<file path="src/sv/gss_pkg.sv">
// ----------------------------------------------------------------------------
// gss_pkg
// Types and constants shared by the Gray-Scott strip step block.
// ----------------------------------------------------------------------------
package gss_pkg;

    localparam logic [15:0] ONE_Q15          = 16'd32768;
    localparam logic [15:0] IMPACT_THRESHOLD = 16'd1638;
    localparam logic [15:0] DIFF_U_RESET     = 16'd32768;
    localparam logic [15:0] DIFF_V_RESET     = 16'd16384;
    localparam int          CFG_IDX_W        = 1;

    typedef enum logic {
        OP_STEP = 1'b0,
        OP_READ = 1'b1
    } t_op;

    typedef enum logic [CFG_IDX_W-1:0] {
        CFG_DIFF_U = 1'b0,
        CFG_DIFF_V = 1'b1
    } t_cfg_idx;

    typedef struct packed {
        t_op         op;
        logic [15:0] feed_rate;
        logic [15:0] kill_rate;
        logic [15:0] time_step;
        logic [1:0]  iterations;
        logic [15:0] impact_level;
        logic [6:0]  cell_index;
    } t_in;

    typedef struct packed {
        logic [15:0] cell_u;
        logic [15:0] cell_v;
        logic        step_done;
    } t_out;

    typedef struct packed {
        logic load;
        logic clr_wr;
        logic pass_ev;
        logic pass_rd;
        logic pass_first;
        logic pass_last;
        logic inj_rd;
        logic cell_rd;
        logic out_step;
        logic out_read;
        logic bank;
    } t_cmd;

    typedef struct packed {
        logic pipe_busy;
        logic out_free;
    } t_sts;

endpackage

</file>
<file path="src/sv/gss_ctrl.sv">
// ----------------------------------------------------------------------------
// gss_ctrl
// Sequencer: clearing sweep, update passes, centre injection and reads.
// ----------------------------------------------------------------------------
module gss_ctrl #(
    parameter int CELLS         = 128,
    parameter int INJECT_RADIUS = 8,
    localparam int AW  = $clog2(CELLS),
    localparam int CW  = $clog2(CELLS + 1),
    localparam int IWW = $clog2(INJECT_RADIUS + 1)
) (
    input  logic           i_clk,
    input  logic           i_rst_n,
    input  logic           i_in_valid,
    output logic           o_in_stall,
    input  gss_pkg::t_in   i_in_data,
    input  gss_pkg::t_sts  i_sts,
    output gss_pkg::t_cmd  o_cmd,
    output logic [CW-1:0]  o_cnt,
    output logic [IWW-1:0] o_inj_w
);

    localparam int KW  = $clog2(2 * INJECT_RADIUS + 1);
    localparam int CSW = AW + KW + 2;
    localparam int MID = CELLS / 2;

    typedef enum logic [3:0] {
        S_CLR, S_IDLE, S_PASS, S_DRAIN, S_INJ, S_IDRAIN, S_RD, S_FIN
    } t_state;

    t_state        r_state;
    logic [CW-1:0] r_cnt;
    logic [KW-1:0] r_k;
    logic          r_bank, r_pass2, r_inj, r_read;

    logic                  w_acc;
    logic signed [CSW-1:0] w_cell;
    logic                  w_cell_ok;
    logic [KW-1:0]         w_d;

    always_comb begin
        w_acc     = (r_state == S_IDLE) && i_in_valid;
        w_cell    = $signed(CSW'(MID - INJECT_RADIUS)) + $signed(CSW'(r_k));
        w_cell_ok = (w_cell >= 0) && (w_cell < $signed(CSW'(CELLS)));
        w_d       = (r_k >= KW'(INJECT_RADIUS)) ? r_k - KW'(INJECT_RADIUS)
                                                : KW'(INJECT_RADIUS) - r_k;
        o_inj_w   = IWW'(KW'(INJECT_RADIUS) - w_d);
        o_cnt     = (r_state == S_INJ) ? w_cell[CW-1:0] : r_cnt;
        o_in_stall = (r_state != S_IDLE);

        o_cmd            = '0;
        o_cmd.bank       = r_bank;
        o_cmd.load       = w_acc;
        o_cmd.clr_wr     = (r_state == S_CLR);
        o_cmd.pass_ev    = (r_state == S_PASS);
        o_cmd.pass_rd    = (r_state == S_PASS) && (r_cnt < CW'(CELLS));
        o_cmd.pass_first = (r_state == S_PASS) && (r_cnt == '0);
        o_cmd.pass_last  = (r_state == S_PASS) && (r_cnt == CW'(CELLS));
        o_cmd.inj_rd     = (r_state == S_INJ) && w_cell_ok;
        o_cmd.cell_rd    = (r_state == S_RD);
        o_cmd.out_step   = (r_state == S_FIN) && i_sts.out_free && !r_read;
        o_cmd.out_read   = (r_state == S_FIN) && i_sts.out_free && r_read;
    end

    always_ff @(posedge i_clk) begin
        if (!i_rst_n) begin
            r_state <= S_CLR;
            r_cnt   <= '0;
            r_k     <= '0;
            r_bank  <= 1'b0;
            r_pass2 <= 1'b0;
            r_inj   <= 1'b0;
            r_read  <= 1'b0;
        end else begin
            unique case (r_state)
                S_CLR: begin
                    r_cnt <= r_cnt + CW'(1);
                    if (r_cnt == CW'(CELLS - 1)) begin
                        r_state <= S_IDLE;
                    end
                end
                S_IDLE: begin
                    r_cnt <= '0;
                    r_k   <= '0;
                    if (w_acc) begin
                        r_read  <= (i_in_data.op == gss_pkg::OP_READ);
                        r_pass2 <= i_in_data.iterations[1];
                        r_inj   <= i_in_data.impact_level > gss_pkg::IMPACT_THRESHOLD;
                        r_state <= (i_in_data.op == gss_pkg::OP_READ) ? S_RD : S_PASS;
                    end
                end
                S_PASS: begin
                    r_cnt <= r_cnt + CW'(1);
                    if (r_cnt == CW'(CELLS)) begin
                        r_state <= S_DRAIN;
                    end
                end
                S_DRAIN: begin
                    r_cnt <= '0;
                    if (!i_sts.pipe_busy) begin
                        r_bank <= ~r_bank;
                        if (r_pass2) begin
                            r_pass2 <= 1'b0;
                            r_state <= S_PASS;
                        end else if (r_inj) begin
                            r_state <= S_INJ;
                        end else begin
                            r_state <= S_FIN;
                        end
                    end
                end
                S_INJ: begin
                    r_k <= r_k + KW'(1);
                    if (r_k == KW'(2 * INJECT_RADIUS)) begin
                        r_state <= S_IDRAIN;
                    end
                end
                S_IDRAIN: begin
                    if (!i_sts.pipe_busy) begin
                        r_state <= S_FIN;
                    end
                end
                S_RD: begin
                    r_state <= S_FIN;
                end
                S_FIN: begin
                    if (i_sts.out_free) begin
                        r_state <= S_IDLE;
                    end
                end
                default: r_state <= S_IDLE;
            endcase
        end
    end

endmodule

</file>
<file path="config.mk">
export PLATFORM = sky130hd
export DESIGN_NAME = gss_ctrl
export DESIGN_NICKNAME = d
export VERILOG_FILES = /design/src/sv/gss_pkg.sv /design/src/sv/gss_ctrl.sv
export SDC_FILE = /design/constraint.sdc
export NUM_CORES = 1
export LEC_CHECK = 0
export ABC_AREA = 0
export BUFFER_PORTS_ARGS = -buffer_cell sky130_fd_sc_hd__buf_2
export CAP_MARGIN = 20
export CORE_ASPECT_RATIO = 0.75
export CORE_MARGIN = 3
export CORE_UTILIZATION = 40
export CTS_CLUSTER_DIAMETER = 100
export DETAILED_ROUTE_END_ITERATION = 10
export GPL_TIMING_DRIVEN = 0
export PLACE_DENSITY = 0.87
export SYNTH_ARGS = -nofsm -noshare
export SYNTH_HDL_FRONTEND = slang
export SYNTH_SLANG_ARGS = --single-unit
</file>
<file path="constraint.sdc">
create_clock -name i_clk -period 2.5 [get_ports i_clk]
set_input_delay 0.5 -clock i_clk [delete_from_list [all_inputs] [get_ports i_clk]]
set_output_delay 0.5 -clock i_clk [all_outputs]
set_load 0.02 [all_outputs]
</file>
After elaboration in Yosys (flattened, before gate mapping):

Index checks and enable logic that the tools add are counted.

* add/subtract/negate cells: 6
* multipliers: 0
* div/mod/pow operators: 0
* order comparisons: 5
* equal/unequal tests: 18
* shifts and indexed selects: 0
* multiplexer cells: 18
* bitwise logic cells: 2
* reductions and logical operators: 21

Operators with widths (count)
* two-way mux 4 bit: 8
* case mux 4 bit (8 select lines): 1
* == test 4 x 3 -> 1 bit, second input constant: 4
* greater-than comparator 16 x 11 -> 1 bit, second input constant: 1
* case mux 8 bit (2 select lines): 1
* case mux 5 bit (2 select lines): 1
* logical AND 1 bit: 9
* adder 8 x 1 -> 8 bit, second input constant: 1
* == test 4 x 2 -> 1 bit, second input constant: 2
* == test 8 x 7 -> 1 bit, second input constant: 1
* == test 8 bit, second input constant: 1
* zero test 8 bit: 1
* less-than comparator 7 x 8 -> 1 bit, second input constant: 1
* less-than comparator 8 bit, second input constant: 1
* two-way mux 8 bit: 1
* inequality test 2 bit, second input constant: 4
* subtractor 4 bit, first input constant: 2
* adder 6 x 5 -> 7 bit, first input constant: 1
* greater-or-equal comparator 7 x 1 -> 1 bit, second input constant: 1
* AND reduction 7 bit: 1
* two-way mux 3 bit: 2
* inequality test 2 x 1 -> 1 bit, second input constant: 3
* nonzero test 2 bit: 3
* adder 5 x 1 -> 5 bit, second input constant: 1
* other kinds (14): 18

* flip-flop bits (word level): 21
* latch bits: 0
* RAM bits: 0
* memory bits (read-only): 0
* bits of input ports: 79
* output and inout bits: 24
* word-level logic and storage cells: 77
* memories kept: 0

Depth between registers and ports, before layout:

Gate-level depths: netlist of the first run.

* depth in word-level cells: 4
* gate-level depth with buffers: 7
* mapped depth without buffers: 6

Worst setup path before layout of the first run:

Ideal clock, no wire load.

* path kind: reg2out
* start point: register r_k[0]
* end point: output port o_inj_w[3]
* arrival: 1864 ps
* required time: 2000 ps
* slack: 136 ps
* stages on the path, launching flop included: 8
* buffers on the path: 1
* path through: dfxtp_1 clkbuf_1 inv_1 ha_1 nand2b_1 xnor2_1 a2111oi_2 xnor2_1

* word-level cells in the longest chain between the ends: 3
* elaborated cells between the ends (all ways): 5

RTL lines
* start, declared: line gss_ctrl.sv:33 `logic [KW-1:0] r_k;`
* start signal, assigned: line gss_ctrl.sv:113 `r_k <= r_k + KW'(1);`
* subtractor 4 bit, or another cell as far along: line gss_ctrl.sv:46 `: KW'(INJECT_RADIUS) - r_k;`
* two-way mux 4 bit (*): line gss_ctrl.sv:45 `w_d = (r_k >= KW'(INJECT_RADIUS)) ? r_k - KW'(INJECT_RADIUS)`
* subtractor 4 bit (*): line gss_ctrl.sv:47 `o_inj_w = IWW'(KW'(INJECT_RADIUS) - w_d);`
* end, declared: line gss_ctrl.sv:20 `output logic [IWW-1:0] o_inj_w`

Mark *: on every way between the ends. The rest lies on a longest branch, timed or not.

Worst setup path in the final report of the first run:

Ends and elaborated chain as after synthesis.

==> results of run 1 <==
[layout make-up]
class	instances	area (um2)	area share [%]
plain buffers	13	77.6	4.40
multi-input cells	136	892	50.6
clock buffers	4	55.1	3.12
repair buffers	47	240	13.6
well taps	38	47.5	2.70
inverters	13	48.8	2.77
flip-flops and latches	20	403	22.8
[cell families (layout without fill, tap and decap cells)]
family / count (synthesis) / count (layout)
compound gates: 33 / 33
xor+xnor: 13 / 13
fa+ha+maj: 7 / 7
buf+inv: 26 / 77
flops: 20 / 20
mux: 2 / 2
simple gates: 81 / 81
[cells in the mapped netlist, drive strengths merged]
cell	count	area share, %
a2111oi	2	2.2
a21boi	4	2.2
a21oi	9	3.3
a22oi	1	0.55
a2bb2oi	1	0.64
a311o	1	0.73
a311oi	1	0.64
a31oi	1	0.46
and2	4	1.8
and3	3	1.4
and3b	1	0.64
buf	6	2.9
clkbuf	7	1.9
dfxtp	20	29
ha	7	6.4
inv	13	3.6
mux2i	2	1.5
nand2	23	6.3
nand2b	3	1.4
nand3	1	0.36
nand3b	3	1.6
nand4	6	2.7
nor2	22	6.0
nor2b	4	1.8
nor3	2	0.73
nor3b	4	2.2
nor4	2	0.91
nor4b	1	0.64
o211a	1	0.73
o21a	1	0.55
o21ai	9	3.3
o31a	1	0.64
o31ai	1	0.55
or3b	1	0.64
or4	1	0.55
xnor2	8	5.1
xor2	5	3.2
[per-layer routing]
metal / up-vias / part of all wire, % / global-route usage [%]
met5: - / 0 / 0
met4: 0 / 0.78 / 3.10
met3: 5 / 6.7 / 3.94
met2: 51 / 46 / 25.1
met1: 643 / 46 / 22.4
li1: 715 / - / -
[registers in the layout, indices dropped and copies added (netlist names)]
signal   flops
r_k          5
r_state      3
r_read       1
r_cnt        8
r_bank       1
r_pass2      1
r_inj        1
[critical path, delay by kind of cell (launching register included)]
kind / cells / cell delay (ps)
flops: 1 / 330
simple gates: 2 / 290
fa+ha+maj: 1 / 150
compound gates: 1 / 280
buf+inv: 3 / 430
xor+xnor: 1 / 150
[repair_timing]
action | CTS | global route
pin swaps | 1 | 3
setup endpoints to repair | 3 | 2
resized for setup | 7 | 6
cloned | 0 | 0
setup buffers | 0 | 1
[path summary, 6_finish.rpt]
path | startpoint | to | slack (ps) | depth (start not counted)
max | r_k[0]$_SDFFE_PN0P_ | o_inj_w[3] | 110 | 8
min | r_read$_SDFFE_PN0P_ | r_read$_SDFFE_PN0P_ | 480 | 2
max reg2reg | r_k[0]$_SDFFE_PN0P_ | r_state[0]$_SDFFE_PN0P_ | 840 | 6
min reg2reg | r_read$_SDFFE_PN0P_ | r_read$_SDFFE_PN0P_ | 480 | 2
[where the power goes]
group / leakage, nW / internal (W) / switching [W]
Combinational: 0.634 / 0.0000288 / 0.0000330
Clock: 0.0288 / 0.000140 / 0.000107
Sequential: 0.163 / 0.000322 / 0.00000368
Total: 0.825 / 0.000491 / 0.000144
[metrics by stage]
| stage | setup WS [ps] | util, % | power (W) | TNS, ps | cells |
|---|---|---|---|---|---|
| 2_1_floorplan | 136 | - | 0.000364 | 0 | 182 |
| 6_report | 113 | 56.8 | 0.000636 | 0 | 271 |
| 3_5_place_dp | -102 | 53.1 | 0.000395 | -102 | 266 |
| 5_1_grt | 2.94 | 56.8 | 0.000664 | 0 | 271 |
| 3_3_place_gp | -50.3 | 53.1 | 0.000393 | -50.3 | 266 |
| 4_1_cts | 11.6 | 55.7 | 0.000637 | 0 | 270 |
==> reports/metrics.yaml, run 1 <==
layout:
  layout.cells.most_common: "buf_2"
  layout_common_cells: "buf_2 (48), nand2_1 (23), nor2_1 (22)"
  final_antenna_diode_count: 0
  finalInstanceArea_um2: 1760
  drive_above_1_share_pct: 29.2
  area.growth.synth_to_final_pct: 28.8
  design.final.nets: 320
  num-fill-cells: 301
floorplan:
  area_enclosed_by_the_die_boundary_um2: 4170
  floorplan.rows: 17
  die_height_um: 56.7
  placeableCoreArea_um2: 3110
  top_level_ports: 103
  fp.dieW_um: 73.6
  start_util_pct: 44.1
timing:
  timing.clock.skew_ps: 1.15
  timing.hold.ws_ps: 479
  final_period_minus_worst_setup_slack_ps: 2390
  post-route-period-util_pct: 95.5
  setup_repair_after_global_routing_missed_its_margin: "false"
  maxSlewHeadroom_pct: 71.7
  fmax_mhz: 419
  setup_viol: 0
  hold_viol: 0
  maxSlewViolCount: 0
  worst_pin_slew_ps: 423
logic_synthesis:
  ys_seq_elements: 20
  netlist_instances: 182
  mappedNetlistArea_um2: 1370
  share_of_synthesized_area_spent_on_multiplexers_pct: 1.46
  syn_nets: 268
  simple_gate_share_of_the_synthesized_area_pct: 29.8
  synthesis.area_per_instance_um2: 7.53
  synth_xor_xnor_area_share_pct: 8.31
  ys.warnings.count: 0
  dominant_combinational_cell_family_by_area_after_synthesis: "simple AND/OR/NAND/NOR gates"
  synthAdderAreaFrac_pct: 6.39
  synth.lib_cells_used.distinct: 41
  synth_compound_area_share_pct: 16.4
  seq_area_frac_synth_pct: 29.2
clocking:
  cts_hold_repair.buffers: 0
  clock_latency_ps: 260
  cts_made_buffers: 3
  root_buffer: "clkbuf_8"
  clock_edge_transition_at_the_registers_on_the_reported_setup_and_hold_paths_ps: 70
  cts_max_path_buffers: 2
  cts.sinks: 20
  clock_tree_from_tritoncts: "done"
  htreeDepth: 1
outcome:
  outcome: "completed"
placed_design:
  place_area_um2: 1650
  hpwlAfterDp_um: 2600
  final_gp_congestion: 0.841
  numPortBuffers: 46
critical_path:
  slowest_stage: "dfxtp_2"
  criticalPathCategory: "flip-flop to primary output"
  timing.critical_path.to_type: "primary output"
  timing.critical_path.fanout_max: 8
  crit_path_start_kind: "flip-flop"
  cp_cell_sequence: "clkbuf_8 > inv_1 > ha_4 > nand3b_1 > and3_4 > a2111oi_4 > xnor2_1 > buf_4"
  critical-path-max-stage-delay_ps: 330
  critPathArrivalTime_ps: 1890
  worstPathRequired_ps: 2000
power_and_ir_drop:
  irDropWorstVdd_uv: 203
  power_density_nw_per_um2: 360
  total_leakage_power_nw: 0.825
hold_path:
  worstHoldPathType: "flip-flop to flip-flop"
run:
  maxCapViolations: 0
grt:
  antenna_found_initial: 0
  global_route_wire_length_before_repair_um: 5460
  number_of_global_route_vias_before_repair: 1243
  grt_use_total_pct: 16.1
  gr-total-overflow: 0
  pin_count_of_the_biggest_net_entering_global_routing: 12
route:
  initialDrtViolationCount: 58
  post_detailed_route_via_to_cell_ratio: 5.22
  drt-wirelength-per-cell_um: 12.2
  postRouteAntennaNets: 0
  drcViolationCount: 0
  routed-via-count: 1414
  first_pass_iters: 4
  wirelength_um: 3310
Power figures use the tool's default switching activity.
==> inputs of run 2 (changes only) <==
==> constraint.sdc (replaced) <==
create_clock -name i_clk -period 2.5 [get_ports i_clk]
set_input_delay 0.25 -clock i_clk [delete_from_list [all_inputs] [get_ports i_clk]]
set_output_delay 0.25 -clock i_clk [all_outputs]
set_load 0.02 [all_outputs]
==> run 2 against run 1 <==
Effect of this change:
- sequential share of layout area is 0.68 points higher
- sequential power about the same
- sequential cell count unchanged
- largest power group unchanged
==> reports/metrics.yaml, run 2 (synthesis gave the netlist of run 1 again) <==
outcome:
  outcome: "completed"
timing:
  final_period_minus_worst_setup_slack_ps: 2290
  maxSlewViolCount: 0
  finalWorstSetupSlack_ps: 205
  post-route-period-util_pct: 91.8
  fmax_mhz: 436
  setup_viol: 0
  totalNegativeSetupSlack_ps: 0
  timing.clock.skew_ps: 1.11
  maxSlewHeadroom_pct: 72.1
  hold_viol: 0
  timing.hold.ws_ps: 257
  worst_pin_slew_ps: 418
  setup_repair_after_global_routing_missed_its_margin: "false"
clocking:
  clock_tree_from_tritoncts: "done"
  cts_max_path_buffers: 2
  clock_edge_transition_at_the_registers_on_the_reported_setup_and_hold_paths_ps: 70
  cts_made_buffers: 3
  clock_latency_ps: 260
  cts.sinks: 20
  root_buffer: "clkbuf_8"
  htreeDepth: 1
  cts.repair_timing.setup_buffer_count: 0
grt:
  grt_met3_use_pct: 3.94
  grt.met2_usage_pct: 24.6
  pin_count_of_the_biggest_net_entering_global_routing: 12
  grt_use_total_pct: 15.9
  antenna_found_initial: 0
  number_of_global_route_vias_before_repair: 1235
  gr-total-overflow: 0
  global_route_wire_length_before_repair_um: 5380
  global_route.usage.met1_pct: 22.0
  grt_busiest_layer: "met2"
power_and_ir_drop:
  irDropWorstVdd_uv: 204
  overall_power_of_the_completed_layout_w: 0.000635
  total_leakage_power_nw: 0.801
  power_density_nw_per_um2: 373
floorplan:
  start_util_pct: 44.1
  floorplan.rows: 17
  top_level_ports: 103
  die_height_um: 56.7
  placeableCoreArea_um2: 3110
  area_enclosed_by_the_die_boundary_um2: 4170
  fp.dieW_um: 73.6
critical_path:
  worstPathRequired_ps: 2250
  timing.critical_path.fanout_max: 8
  r2r_end: "r_state[0]$_SDFFE_PN0P_"
  crit_path_start_kind: "flip-flop"
  timing.critical_path.to_type: "primary output"
  critPathArrivalTime_ps: 2040
  ff2ff_path_depth: 6
  critical_path.reg2reg.startpoint: "r_k[0]$_SDFFE_PN0P_"
  rrSetupSlack_ps: 780
  criticalPathCategory: "flip-flop to primary output"
route:
  post_detailed_route_via_to_cell_ratio: 5.14
  postRouteAntennaNets: 0
  drt-wirelength-per-cell_um: 11.9
  routed-via-count: 1382
  drcViolationCount: 0
  first_pass_iters: 4
  wirelength_um: 3210
  initialDrtViolationCount: 55
layout:
  seq_area_um2: 400
  top_regs: "r_cnt: 8 flops, r_k: 5 flops, r_state: 3 flops"
  layout_common_cells: "buf_2 (48), nand2_1 (23), nor2_1 (22)"
  layout.cells.most_common: "buf_2"
  final_antenna_diode_count: 0
  largest_register_ffs: 8
  design.final.nets: 318
  regMostFlops: "r_cnt"
  area.growth.synth_to_final_pct: 24.3
  postLayoutCoreUtil_pct: 54.8
  drive_above_1_share_pct: 26.4
  multiInputGateArea_um2: 855
  num-fill-cells: 307
run:
  maxCapViolations: 0
placed_design:
  hpwlAfterDp_um: 2600
  final_gp_congestion: 0.841
  numPortBuffers: 46
  setup_slack_placement_ps: 148
hold_path:
  holdPathEnd: "r_pass2$_SDFFE_PN0P_"
  min-delay-start: "i_in_data[24]"
  worstHoldPathType: "input port to flip-flop"
  timing.hold.worst_path_depth: 3
==> run 2: cell types whose count changed in the layout (fill, tap and decap cells not counted), sizes merged <==
| cell | before | now |
|---|---|---|
| buf | 54 | 52 |
==> run 2: report_power, final <==
| part | total (W) | internal, W | leakage (nW) | switching, W |
|---|---|---|---|---|
| clock | 0.000248 | 0.000140 | 0.0288 | 0.000108 |
| combinational | 0.0000615 | 0.0000288 | 0.610 | 0.0000327 |
| sequential | 0.000326 | 0.000322 | 0.162 | 0.00000367 |
==> run 2: cell type report <==
| class | count | area share (%) |
|---|---|---|
| buffer | 12 | 3.89 |
| clock buffer | 4 | 3.23 |
| inverter | 13 | 2.87 |
| multi-input combinational | 136 | 50.2 |
| sequential | 20 | 23.5 |
| tap | 38 | 2.79 |
| timing repair buffer | 46 | 13.5 |
==> run 2: worst max path at each step <==
stage	endpoint	slack [ps]	cells past startpoint	startpoint
after global placement	o_inj_w[3]	200	8	r_k[0]$_SDFFE_PN0P_
final	o_inj_w[3]	210	8	r_k[0]$_SDFFE_PN0P_
after CTS	o_inj_w[3]	20	8	r_k[0]$_SDFFE_PN0P_
after detailed placement	o_inj_w[3]	150	8	r_k[0]$_SDFFE_PN0P_
after floorplan	o_inj_w[3]	390	7	r_k[0]$_SDFFE_PN0P_
after global routing	o_inj_w[3]	70	8	r_k[0]$_SDFFE_PN0P_
==> run 2: what timing repair did <==
action | in CTS | in global routing
hold buffers | 0 | 0
setup endpoints to repair | 1 | 1
cloned | 0 | 0
pin swaps | 0 | 1
resized for setup | 1 | 2
==> run 2: layer usage <==
metal | part of all wire (%) | up-vias
met5 | 0 | -
li1 | - | 712
met1 | 47 | 620
met2 | 46 | 45
met4 | 0.81 | 0
met3 | 6.6 | 5
==> run 2: through the flow <==
stage / std cells / instance area, um2
global route: 269 / 1700
floorplan: 182 / 1370
detailed placement: 266 / 1650
CTS: 270 / 1700
global placement: 266 / 1650
finish: 269 / 1700
==> run 2: worst max-delay path: stages (launching register included) <==
cell,delay (ps)
dfxtp_1,360
clkbuf_4,210
inv_1,70
ha_1,230
nand3b_1,100
nand2_1,90
a2111oi_2,400
xnor2_1,150
buf_2,170
